File: config.mk
export PLATFORM = sky130hd
export DESIGN_NAME = encoder_and_button_qualifier
export DESIGN_NICKNAME = d
export VERILOG_FILES = /design/src/hdl/ebq_pkg.sv /design/src/hdl/ebq_quad.sv /design/src/hdl/ebq_debounce.sv /design/src/hdl/encoder_and_button_qualifier.sv
export SDC_FILE = /design/constraint.sdc
export NUM_CORES = 1
export LEC_CHECK = 0
export BUFFER_PORTS_ARGS = -buffer_cell sky130_fd_sc_hd__buf_2
export CAP_MARGIN = 40
export CORE_MARGIN = 2
export CORE_UTILIZATION = 60
export DETAILED_ROUTE_END_ITERATION = 7
export HOLD_SLACK_MARGIN = 0.12
export PLACE_DENSITY = 0.81
export SETUP_SLACK_MARGIN = 0.1
export SLEW_MARGIN = 20
export SYNTH_ARGS = -nofsm -noshare
export SYNTH_HDL_FRONTEND = slang
export SYNTH_SLANG_ARGS = --single-unit
File: constraint.sdc
create_clock -name clk -period 6.66 [get_ports clk]
set_input_delay 0.999 -clock clk [delete_from_list [all_inputs] [get_ports clk]]
set_output_delay 0.999 -clock clk [all_outputs]
set_load 0.05 [all_outputs]
File: src/hdl/ebq_pkg.sv
`timescale 1ns / 1ps
// ----------------------------------------------------------------------------
// ebq_pkg
// Shared types, constants and the quadrature transition table for the
// encoder and button qualifier.
// ----------------------------------------------------------------------------
package ebq_pkg;

	localparam int STEP_COUNT_BITS_DEF = 16;
	localparam int TIME_BITS_DEF       = 32;

	localparam int TIME_IN_W     = 32;
	localparam int DEBOUNCE_W    = 16;
	localparam int STEPS_OUT_W   = 16;
	localparam int S_TDATA_W     = 40;
	localparam int M_TDATA_W     = 24;

	localparam logic [DEBOUNCE_W-1:0] DEBOUNCE_RESET = 16'd30;
	localparam logic [1:0]            AB_IDLE        = 2'b11;

	// one poll sample as it sits in the input register
	typedef struct packed {
		logic                 take_press;
		logic                 take_steps;
		logic [TIME_IN_W-1:0] time_ms;
		logic                 button_level;
		logic                 enc_b;
		logic                 enc_a;
	} ebq_sample_t;

	// index is {prev_a, prev_b, cur_a, cur_b}
	function automatic logic signed [1:0] quad_delta(input logic [3:0] idx);
		logic signed [1:0] d;
		unique case (idx)
			4'd1, 4'd7, 4'd8, 4'd14: d = -2'sd1;
			4'd2, 4'd4, 4'd11, 4'd13: d = 2'sd1;
			default: d = 2'sd0;
		endcase
		return d;
	endfunction

endpackage

File: src/hdl/ebq_quad.sv
`timescale 1ns / 1ps
// ----------------------------------------------------------------------------
// ebq_quad
// Quadrature transition decode, sub-step accumulation and the saturating
// pending detent count, with take-and-clear.
// ----------------------------------------------------------------------------
module ebq_quad #(
	parameter int STEP_COUNT_BITS = ebq_pkg::STEP_COUNT_BITS_DEF
) (
	input  logic                                   clk,
	input  logic                                   arst_n,
	input  logic                                   advance,
	input  logic [1:0]                             cur_ab,
	input  logic                                   take_steps,
	output logic signed [ebq_pkg::STEPS_OUT_W-1:0] steps_taken
);
	import ebq_pkg::*;

	localparam int WB = (STEP_COUNT_BITS > STEPS_OUT_W) ? STEP_COUNT_BITS : STEPS_OUT_W;
	localparam logic signed [STEP_COUNT_BITS-1:0] SMAX = {1'b0, {(STEP_COUNT_BITS-1){1'b1}}};
	localparam logic signed [STEP_COUNT_BITS-1:0] SMIN = {1'b1, {(STEP_COUNT_BITS-1){1'b0}}};
	localparam logic signed [STEP_COUNT_BITS-1:0] SONE = STEP_COUNT_BITS'(1);
	localparam logic signed [WB-1:0] OUT_MAX = WB'(32767);
	localparam logic signed [WB-1:0] OUT_MIN = WB'(-32768);

	logic [1:0]                        prev_ab_q;
	logic signed [1:0]                 accum_q;
	logic signed [STEP_COUNT_BITS-1:0] pending_q;

	logic signed [1:0]                 delta;
	logic signed [2:0]                 sum;
	logic signed [1:0]                 accum_nx;
	logic signed [STEP_COUNT_BITS-1:0] pending_nx;
	logic signed [WB-1:0]              pending_ext;

	always_comb begin
		delta      = quad_delta({prev_ab_q, cur_ab});
		sum        = 3'(accum_q) + 3'(delta);
		accum_nx   = sum[1:0];
		pending_nx = pending_q;
		if (sum >= 3'sd2) begin
			accum_nx = 2'sd0;
			if (pending_q != SMAX) pending_nx = pending_q + SONE;
		end else if (sum <= -3'sd2) begin
			accum_nx = 2'sd0;
			if (pending_q != SMIN) pending_nx = pending_q - SONE;
		end
	end

	always_comb begin
		pending_ext = WB'(pending_nx);
		steps_taken = '0;
		if (take_steps) begin
			priority if (pending_ext > OUT_MAX) steps_taken = OUT_MAX[STEPS_OUT_W-1:0];
			else if (pending_ext < OUT_MIN)     steps_taken = OUT_MIN[STEPS_OUT_W-1:0];
			else                                steps_taken = pending_ext[STEPS_OUT_W-1:0];
		end
	end

	always_ff @(posedge clk or negedge arst_n) begin
		if (!arst_n) begin
			prev_ab_q <= AB_IDLE;
			accum_q   <= '0;
			pending_q <= '0;
		end else if (advance) begin
			prev_ab_q <= cur_ab;
			accum_q   <= accum_nx;
			pending_q <= take_steps ? '0 : pending_nx;
		end
	end

endmodule

File: src/hdl/ebq_debounce.sv
`timescale 1ns / 1ps
// ----------------------------------------------------------------------------
// ebq_debounce
// Timestamp debounce of the raw button level and press latch with
// take-and-clear.
// ----------------------------------------------------------------------------
module ebq_debounce #(
	parameter int TIME_BITS = ebq_pkg::TIME_BITS_DEF
) (
	input  logic                            clk,
	input  logic                            arst_n,
	input  logic                            advance,
	input  logic                            raw,
	input  logic [TIME_BITS-1:0]            now,
	input  logic [ebq_pkg::DEBOUNCE_W-1:0]  debounce_ms,
	input  logic                            take_press,
	output logic                            press_taken,
	output logic                            stable
);
	import ebq_pkg::*;

	logic                 raw_last_q;
	logic                 deb_q;
	logic [TIME_BITS-1:0] last_q;
	logic                 press_q;

	logic [TIME_BITS-1:0] last_nx;
	logic [TIME_BITS-1:0] elapsed;
	logic                 qualify;
	logic                 press_nx;

	always_comb begin
		last_nx  = (raw != raw_last_q) ? now : last_q;
		elapsed  = now - last_nx;
		qualify  = (elapsed >= TIME_BITS'(debounce_ms)) && (deb_q != raw);
		// stable high to low latches a press
		press_nx = press_q | (qualify & deb_q & ~raw);
		stable   = qualify ? raw : deb_q;
		press_taken = take_press & press_nx;
	end

	always_ff @(posedge clk or negedge arst_n) begin
		if (!arst_n) begin
			raw_last_q <= 1'b1;
			deb_q      <= 1'b1;
			last_q     <= '0;
			press_q    <= 1'b0;
		end else if (advance) begin
			raw_last_q <= raw;
			deb_q      <= stable;
			last_q     <= last_nx;
			press_q    <= take_press ? 1'b0 : press_nx;
		end
	end

endmodule

File: src/hdl/encoder_and_button_qualifier.sv
`timescale 1ns / 1ps
// ----------------------------------------------------------------------------
// encoder_and_button_qualifier
// Quadrature encoder decoder with timestamp button debounce.
//
// Slave stream s_*: one poll sample per word (encoder levels, raw button,
// millisecond timestamp, take flags). Master stream m_*: exactly one result
// word per sample, in order. cfg_*: write of debounce_ms, always ready; write
// only while the block is idle.
// Path: a sample accepted on s_* passes the input register, then the result
// register, before its result shows on m_*.
// Throughput: one sample per cycle while m_tready is high; the decode, count and
// debounce update is a single pass of logic between the input and result registers.
// Stall: when m_tready is low the result holds, one more sample is taken into
// the input register, then s_tready drops until the result is taken.
// Reset: encoder previous pair both high, button raw and debounced released,
// no pending steps or press, debounce_ms = 30.
// ----------------------------------------------------------------------------
module encoder_and_button_qualifier #(
	parameter int STEP_COUNT_BITS = ebq_pkg::STEP_COUNT_BITS_DEF,
	parameter int TIME_BITS       = ebq_pkg::TIME_BITS_DEF
) (
	input  logic                            clk,
	input  logic                            arst_n,
	// enc_a, enc_b, button_level, time_ms[31:0], take_steps, take_press, zero fill
	input  logic [ebq_pkg::S_TDATA_W-1:0]   s_tdata,
	input  logic                            s_tvalid,
	output logic                            s_tready,
	// steps_out[15:0], press_out, button_stable, zero fill
	output logic [ebq_pkg::M_TDATA_W-1:0]   m_tdata,
	output logic                            m_tvalid,
	input  logic                            m_tready,
	input  logic [ebq_pkg::DEBOUNCE_W-1:0]  cfg_data,
	input  logic                            cfg_valid,
	output logic                            cfg_ready
);
	import ebq_pkg::*;

	localparam int SAMPLE_W = $bits(ebq_sample_t);

	logic [DEBOUNCE_W-1:0]   debounce_q;
	ebq_sample_t             sample_s1;
	logic                    valid_s1;
	logic                    advance;

	logic signed [STEPS_OUT_W-1:0] steps_taken;
	logic                          press_taken;
	logic                          stable;

	assign cfg_ready = 1'b1;

	always_ff @(posedge clk or negedge arst_n) begin
		if (!arst_n) begin
			debounce_q <= DEBOUNCE_RESET;
		end else if (cfg_valid && cfg_ready) begin
			debounce_q <= cfg_data;
		end
	end

	// advance the held sample whenever the result slot is free or being taken
	assign advance  = valid_s1 && (!m_tvalid || m_tready);
	assign s_tready = !valid_s1 || advance;

	always_ff @(posedge clk or negedge arst_n) begin
		if (!arst_n) begin
			valid_s1 <= 1'b0;
		end else if (s_tready) begin
			valid_s1 <= s_tvalid;
		end
	end

	always_ff @(posedge clk) begin
		if (s_tready && s_tvalid) begin
			sample_s1 <= ebq_sample_t'(s_tdata[SAMPLE_W-1:0]);
		end
	end

	ebq_quad #(
		.STEP_COUNT_BITS(STEP_COUNT_BITS)
	) u_quad (
		.clk         (clk),
		.arst_n      (arst_n),
		.advance     (advance),
		.cur_ab      ({sample_s1.enc_a, sample_s1.enc_b}),
		.take_steps  (sample_s1.take_steps),
		.steps_taken (steps_taken)
	);

	ebq_debounce #(
		.TIME_BITS(TIME_BITS)
	) u_debounce (
		.clk         (clk),
		.arst_n      (arst_n),
		.advance     (advance),
		.raw         (sample_s1.button_level),
		.now         (TIME_BITS'(sample_s1.time_ms)),
		.debounce_ms (debounce_q),
		.take_press  (sample_s1.take_press),
		.press_taken (press_taken),
		.stable      (stable)
	);

	always_ff @(posedge clk or negedge arst_n) begin
		if (!arst_n) begin
			m_tvalid <= 1'b0;
		end else if (advance) begin
			m_tvalid <= 1'b1;
		end else if (m_tready) begin
			m_tvalid <= 1'b0;
		end
	end

	always_ff @(posedge clk) begin
		if (advance) begin
			m_tdata <= {{(M_TDATA_W - STEPS_OUT_W - 2){1'b0}}, stable, press_taken, steps_taken};
		end
	end

`ifndef SYNTHESIS
	a_steps_zero_untaken: assert property (@(posedge clk) disable iff (!arst_n)
		advance && !sample_s1.take_steps |=> m_tdata[STEPS_OUT_W-1:0] == '0)
		else $error("steps_out nonzero without take_steps");

	a_press_zero_untaken: assert property (@(posedge clk) disable iff (!arst_n)
		advance && !sample_s1.take_press |=> !m_tdata[STEPS_OUT_W])
		else $error("press_out set without take_press");

	a_no_overrun: assert property (@(posedge clk) disable iff (!arst_n)
		valid_s1 && m_tvalid && !m_tready |-> !s_tready)
		else $error("input taken while both stages are full");

	a_result_follows: assert property (@(posedge clk) disable iff (!arst_n)
		advance |=> m_tvalid)
		else $error("advanced sample produced no result");
`endif

endmodule
==> results of run 1 <==
layout make-up:
class | instances | area, µm²
Inverter | 42 | 158
Multi-Input combinational cell | 703 | 4650
Sequential cell | 128 | 3490
Timing Repair Buffer | 84 | 493
Clock inverter | 14 | 226
Clock buffer | 18 | 429
Fill cell | 1080 | 4210
Tap cell | 180 | 225
power by group:
part,leakage (µW),switching (µW),internal (µW)
combinational,0.00234,1100,723
clock,0.000318,373,672
sequential,0.00144,186,1010
total,0.00410,1660,2410
cells by family after synthesis:
kind of cell               count (synthesis)  synth area share
AOI/OAI and AO/OA                        255             0.197
xor gates and xnor gates                  44            0.0462
adders and majority gates                 54            0.0792
muxes                                     35            0.0440
buffers and inverters                     98            0.0477
DFF                                      128             0.411
and+or+nand+nor                          308             0.174
other                                      2          0.000884
cell usage after synthesis (7+ instances only):
library cell  count
nor4_1            9
a31oi_1           7
a21o_1           13
dfstp_2           8
or3_1             8
nor2b_1          15
inv_1            41
nand4_1          13
mux2i_1          25
nand3_1          16
o2111ai_1         7
nor3_1           12
edfxtp_1         55
buf_4             8
clkbuf_1         40
ha_1             45
nand2b_1         20
nor2_1           53
and3_1            8
dfrtp_1          65
a21oi_1          48
maj3_1            7
mux2_2            9
o211ai_1          7
xnor2_1          31
nand2_1         126
and2_1            9
o31ai_1          11
o21a_1            7
xor2_1           12
o21ai_0          86
metal layers:
layer	track usage	vias to the layer above	part of all wire
li1	-	3442	-
met1	0.373	3373	0.45
met2	0.441	197	0.48
met4	0.0767	0	0.015
met3	0.0549	24	0.053
met5	0	-	0
tightest hold or removal path: cells and delay by family (launching register included):
| kind | cells | cell delay [ps] |
|---|---|---|
| DFF | 1 | 340 |
| and+or+nand+nor | 1 | 40 |
| AOI/OAI and AO/OA | 1 | 60 |
worst max path at each step:
stage | start | to | slack [ps] | depth (start not counted)
final | sample_s1[2] | u_debounce.deb_q | 540 | 21
after CTS | sample_s1[2] | u_debounce.deb_q | 480 | 23
after detailed placement | sample_s1[2] | m_tdata[16] | 520 | 23
after global placement | sample_s1[2] | m_tdata[16] | 650 | 23
after floorplan | u_debounce.raw_last_q | m_tdata[16] | 670 | 27
after global routing | sample_s1[2] | u_debounce.deb_q | 130 | 21
cells in the final DEF, fill, tap and decap left out, types with 11 or more instances in the layout:
cell and instances:
nand2_1 126, o21ai_0 86, buf_2 76, dfrtp_1 65, edfxtp_1 55, nor2_1 53, a21oi_1 48, ha_1 45
inv_1 41, xnor2_1 30, mux2i_1 25, nand2b_1 20, clkbuf_16 17, nand3_1 16, nor2b_1 15, nand4_1 13
a21o_1 13, nor3_1 12, xor2_1 12, o31ai_1 11
registers in the layout, indices dropped and copies added, names as in the netlist:
| name | count |
|---|---|
| debounce_q | 16 |
| m_tdata | 18 |
| m_tvalid | 1 |
| sample_s1 | 37 |
| u_debounce.deb_q | 1 |
| u_debounce.last_q | 32 |
| u_debounce.press_q | 1 |
| u_debounce.raw_last_q | 1 |
| u_quad.accum_q | 2 |
| u_quad.pending_q | 16 |
| u_quad.prev_ab_q | 2 |
| valid_s1 | 1 |
metrics by stage:
step | setup slack [ps] | hold slack [ps] | area, µm²
3_3_place_gp | 649 | 460 | 8930
4_1_cts | 478 | 484 | 9660
6_report | 539 | 478 | 9670
2_1_floorplan | 667 | 443 | 8510
3_5_place_dp | 519 | 470 | 9000
5_1_grt | 134 | 501 | 9670
==> flow_summary_export.csv, run 1 <==
group,metric,value,unit
cts,clock_path_buffers,2,
min_path,timing.hold.worst.class,"reg -> reg",
synthesis,synthDominantCellAreaShare,0.194,
min_path,timing.hold.worst_path_depth,2,
route,drt_pre_antenna_iters,5,
cts,post_cts.resized_instances,0,
flow_run,cap_viol_max_count,0,
cts,clock-sinks,128,
setup_path,crit_path_top_delay_cell,"edfxtp_1",
setup_path,cp-end-kind,"register",
route,route.detailed.drc,0,
synthesis,synth-warning-count,0,
layout,fraction_of_final_layout_cells_sized_beyond_drive_strength_1,0.154,
setup_path,crit-reg2reg-launch,"sample_s1[2]",
pwr,power.density_cell_area,420,mW/mm²
synthesis,synthDistinctLibCells,80,
layout,final_core_util,0.697,
synthesis,cell_area_after_technology_mapping,0.00850,mm²
floorplan,floorplan.die_area,0.0151,mm²
synthesis,yosys_most_used_dff,"dfrtp_1",
route,avgViaCountPerCell,6.02,
pwr,static_leakage,0.00410,µW
setup_path,path_class,"reg -> reg",
place,place.detailed.hpwl,14500,µm
synthesis,synth.avg_cell_area,9.19,µm²
route,vias,7036,
setup_path,cp_max_fanout,26,
global_routing,global_route.usage.total,0.272,
setup_path,critical-path-max-stage-delay,560,ps
floorplan,chipHeight,123,µm
global_routing,number_of_antenna_violations_at_the_first_check_in_global_routing,0,
floorplan,dieWidth,123,µm
place,place_congestion,0.920,
sta,setup_viol,0,
floorplan,placementRows,43,
layout,finalNetCount,1084,
sta,final.period_utilization,0.919,
global_routing,grt_start_max_net_pins,60,
synthesis,postSynth.asyncResetShare,0.570,
sta,tightest_slew,962,ps
route,antenna_left,0,
cts,cts_setup_buffers,0,
cts,ctsHtreeMaxLevel,4,
pwr,vdd_ir_drop_max,0.000325,V
sta,slew_headroom,0.353,
global_routing,globalRoute.totalOverflow,0,
setup_path,setup.worst_path.start_class,"register",
setup_path,worst_ep_required_time,7010,ps
cts,cts_tree,"yes",
place,place.port_buffers,77,
cts,clk-insertion-delay-late,430,ps
sta,period_needed,6120,ps
setup_path,cp_top_family,"compound AO/OA/AOI/OAI gates",
pwr,total_power,4060,µW
cts,ctsHoldBuffers,0,
cts,root_buffer_master,"clkbuf_16",
floorplan,floorplan.core_area,0.0139,mm²
setup_path,r2r_cells,21,
min_path,worst_min_delay_path_endpoint,"u_debounce.last_q[23]",
layout,area_growth_syn_to_layout,13.8,%
sta,skew,11.9,ps
layout,antenna-diode-count,0,
setup_path,timing.critical_path.buf_inv,2,
setup_path,path_cells,"xnor2_2 > buf_4 > mux2i_1 > ha_1 > inv_1 > or3_1 > a21oi_1 > nor2_1 > xnor2_1 > ha_1 > a21oi_1 > o21a_1 > o221a_2 > o2111ai_1 > nor4_1 > o2111ai_1 > a2111oi_1 > nand4bb_1 > or4_1 > or3_4 > a311o_1",
route,route.final.wire_length,20000,µm
global_routing,first_global_vias,6505,
route,number_of_violations_reported_at_the_end_of_detailed_routing_iteration_0,589,
setup_path,arrival_time_of_data_at_the_critical_path_endpoint,6470,ps
layout,stdcell_count,1169,
sta,timing.final.hold_violations,0,
run_status,outcome,"complete, no violations",
synthesis,synth_sequential_area_ratio,0.411,
route,routed_wire_per_std_cell,17.1,µm
synthesis,synthCells,924,
min_path,worst_hold_startpoint,"u_debounce.last_q[23]",
synthesis,post_synthesis_register_bit_count,128,
sta,fmax,163,MHz
setup_path,timing.reg2reg.setup_slack,540,ps
synthesis,synth_enable_flop_cells,55,
cts,clkSlewWorstSetupHoldPaths,60,ps
global_routing,grt_pass1_wl,31900,µm
synthesis,synth.top_cells.by_area,"edfxtp_1, dfrtp_1, ha_1",
setup_path,rr_endpoint,"u_debounce.deb_q",
sta,unrepaired_setup_endpoints_after_global_routing,"false",
floorplan,io-pin-count,88,
synthesis,post-synth-top-area-cell,"edfxtp_1",
sta,setup_tns,0,ps
place,placed_cells_incl_taps,1137,
floorplan,starting_utilization_of_the_core_area,0.612,
sta,final_max_slew_viol_count,0,
cts,numCtsBuffers,17,
No activity file was read; power rests on OpenSTA's default activity.
==> run 2, diff against run 1 <==
--- a/config.mk
+++ b/config.mk
@@ -8,10 +8,9 @@
 export BUFFER_PORTS_ARGS = -buffer_cell sky130_fd_sc_hd__buf_2
 export CAP_MARGIN = 40
 export CORE_MARGIN = 2
-export CORE_UTILIZATION = 60
+export CORE_UTILIZATION = 35
 export DETAILED_ROUTE_END_ITERATION = 7
 export HOLD_SLACK_MARGIN = 0.12
-export PLACE_DENSITY = 0.81
 export SETUP_SLACK_MARGIN = 0.1
 export SLEW_MARGIN = 20
 export SYNTH_ARGS = -nofsm -noshare
==> run 2 against run 1 <==
Register-to-register slack gained 80 ps; global-route usage shrank 11 points; final cell count grew 13%; critical path type unchanged; critical endpoint is now m_tdata[17]; fmax grew 1.4%; via count fell by 2.1%; sequential cell count stayed put; critical path depth increased by 1; utilization shrank 29 points; power down 3.6%.
==> flow_summary_export.csv, run 2 (synthesis gave the netlist of run 1 again) <==
group,metric,value,unit
sta,period_needed,6040,ps
sta,timing.final.hold_violations,0,
route,avgViaCountPerCell,5.23,
cts,root_buffer_master,"clkbuf_16",
pwr,static_leakage,0.00406,µW
sta,skew,12.4,ps
route,routedLengthMet1,10300,µm
setup_path,path_class,"reg -> reg",
layout,final_core_util,0.405,
layout,largestRegisters,"sample_s1: 37 flops, u_debounce.last_q: 32 flops, m_tdata: 18 flops",
layout,number_of_flip_flops_under_the_largest_register_name,37,
cts,numCtsBuffers,17,
setup_path,timing.reg2reg.setup_slack,620,ps
cts,cts_tree,"yes",
setup_path,cp_max_fanout,5,
global_routing,global_route.usage.total,0.163,
place,place.port_buffers,77,
setup_path,crit_path_top_delay_cell,"dfstp_2",
layout,fraction_of_final_layout_cells_sized_beyond_drive_strength_1,0.159,
layout,layout.cells.most_common,"nand2_1",
flow_run,cap_viol_max_count,0,
global_routing,globalRoute.totalOverflow,0,
layout,largest-register,"sample_s1",
cts,clk-insertion-delay-late,420,ps
setup_path,timing.critical_path.buf_inv,1,
setup_path,arrival_time_of_data_at_the_critical_path_endpoint,6210,ps
run_status,outcome,"complete, no violations",
sta,setup_tns,0,ps
route,number_of_violations_reported_at_the_end_of_detailed_routing_iteration_0,458,
route,met3RoutedLength,852,µm
layout,layout.cells.most_common_list,"nand2_1, o21ai_0, buf_2, dfrtp_1, edfxtp_1",
global_routing,first_global_vias,6603,
floorplan,starting_utilization_of_the_core_area,0.352,
floorplan,floorplan.core_area,0.0241,mm²
setup_path,cp-end-kind,"register",
sta,final.period_utilization,0.906,
floorplan,chipHeight,160,µm
route,drt_pre_antenna_iters,5,
floorplan,io-pin-count,88,
sta,final_max_slew_viol_count,0,
sta,postLayoutSetupSlackWorst,623,ps
setup_path,crit_top_cell,"ha_1",
setup_path,setup.worst_path.start_class,"register",
setup_path,cp_top_family,"compound AO/OA/AOI/OAI gates",
cts,ctsHtreeMaxLevel,4,
layout,fin_area,0.00975,mm²
layout,area_growth_syn_to_layout,14.8,%
cts,ctsHoldBuffers,0,
setup_path,worst_ep_required_time,6840,ps
floorplan,dieWidth,160,µm
sta,setup_viol,0,
route,route.final.wire_length,20200,µm
cts,clkSlewWorstSetupHoldPaths,70,ps
route,highest-signal-layer,"met4",
floorplan,floorplan.die_area,0.0255,mm²
layout,antenna-diode-count,0,
route,antenna_left,0,
place,place_congestion,0.880,
cts,clock-sinks,128,
route,met2_wirelength,8760,µm
global_routing,number_of_antenna_violations_at_the_first_check_in_global_routing,0,
place,place_worst_setup_slack,444,ps
global_routing,grt_start_max_net_pins,60,
min_path,timing.hold.worst.class,"reg -> reg",
sta,tightest_slew,773,ps
setup_path,critical-path-max-stage-delay,620,ps
sta,slew_headroom,0.482,
route,route.detailed.drc,0,
layout,finalNetCount,1087,
setup_path,path_cells,"xnor2_2 > o21ai_0 > ha_1 > inv_1 > ha_1 > o32ai_2 > a211oi_4 > o2111ai_1 > nand2_1 > xnor2_1 > ha_1 > a21o_1 > a21oi_1 > and3_1 > o21ai_0 > a21oi_1 > o2111ai_1 > a2111oi_2 > nand4bb_1 > or4_1 > or3_4 > a21o_1",
sta,fmax,166,MHz
route,routed_wire_per_std_cell,15.3,µm
pwr,vdd_ir_drop_max,0.000172,V
cts,clock_path_buffers,2,
place,place_area,0.00916,mm²
floorplan,placementRows,57,
pwr,power.density_cell_area,401,mW/mm²
sta,unrepaired_setup_endpoints_after_global_routing,"false",
route,vias,6887,
global_routing,grt_pass1_wl,33800,µm
place,place.detailed.hpwl,14700,µm
==> run 2: cell count changes in the layout (fill, tap and decap cells not counted), sizes merged <==
cell	before	now
clkinv	3	2
clkinvlp	1	2
bufinv	5	0
buf	84	86
inv	47	53
==> run 2: power by group <==
part | switching, µW | internal [µW] | total [µW] | leakage, µW
clock network | 412 | 495 | 907 | 0.000273
logic | 1100 | 720 | 1820 | 0.00235
registers | 177 | 1010 | 1190 | 0.00144
==> run 2: worst register-to-register path: stages (launching register included) <==
cell and delay [ps]:
dfstp_2 620, xnor2_2 110, o21ai_0 260, ha_1 290, inv_1 90, ha_1 250, o32ai_2 360, a211oi_4 140
o2111ai_1 310, nand2_1 130, xnor2_1 200, ha_1 270, a21o_1 180, a21oi_1 220, and3_1 180, o21ai_0 110
a21oi_1 240, o2111ai_1 170, a2111oi_2 400, nand4bb_1 160, or4_1 550, or3_4 380, a21o_1 190
==> run 2: through the flow <==
step                      power (µW)  cells  hold slack [ps]
final                           3920   1316              479
after global routing            4230   1316              511
after CTS                       3930   1313              485
after detailed placement        3000   1281              468
after global placement          2960   1279              461
after floorplan                 2580    929              443
==> run 2: layer usage <==
metal | track usage | vias up
met2 | 0.248 | 153
met3 | 0.0291 | 21
met5 | 0 | -
met4 | 0.0471 | 0
li1 | - | 3446
met1 | 0.238 | 3267
==> run 2: repair_timing <==
| item | CTS | global route |
|---|---|---|
| resized for setup | 0 | 2 |
| buffers inserted | 0 | 1 |
| setup endpoints to repair | 0 | 4 |
==> run 2: area by class of cell <==
cell class              count  area [µm²]
clock buffers              17         425
clock inverters            15         136
fillers                  2438       14400
inverters                  42         158
multi-input cells         703        4660
flip-flops and latches    128        3490
well taps                 324         405
repair buffers             87         485
==> run 2: path summary, 6_finish.rpt <==
path / from / end / depth (start not counted)
max in group asynchronous: arst_n / u_debounce.deb_q / 2
worst max-delay path: u_debounce.raw_last_q / m_tdata[17] / 22
worst min-delay path: u_quad.accum_q[1] / u_quad.accum_q[1] / 2
min in group asynchronous: arst_n / debounce_q[6] / 1
worst max register to register: u_debounce.raw_last_q / m_tdata[17] / 22
worst min register to register: u_quad.accum_q[1] / u_quad.accum_q[1] / 2
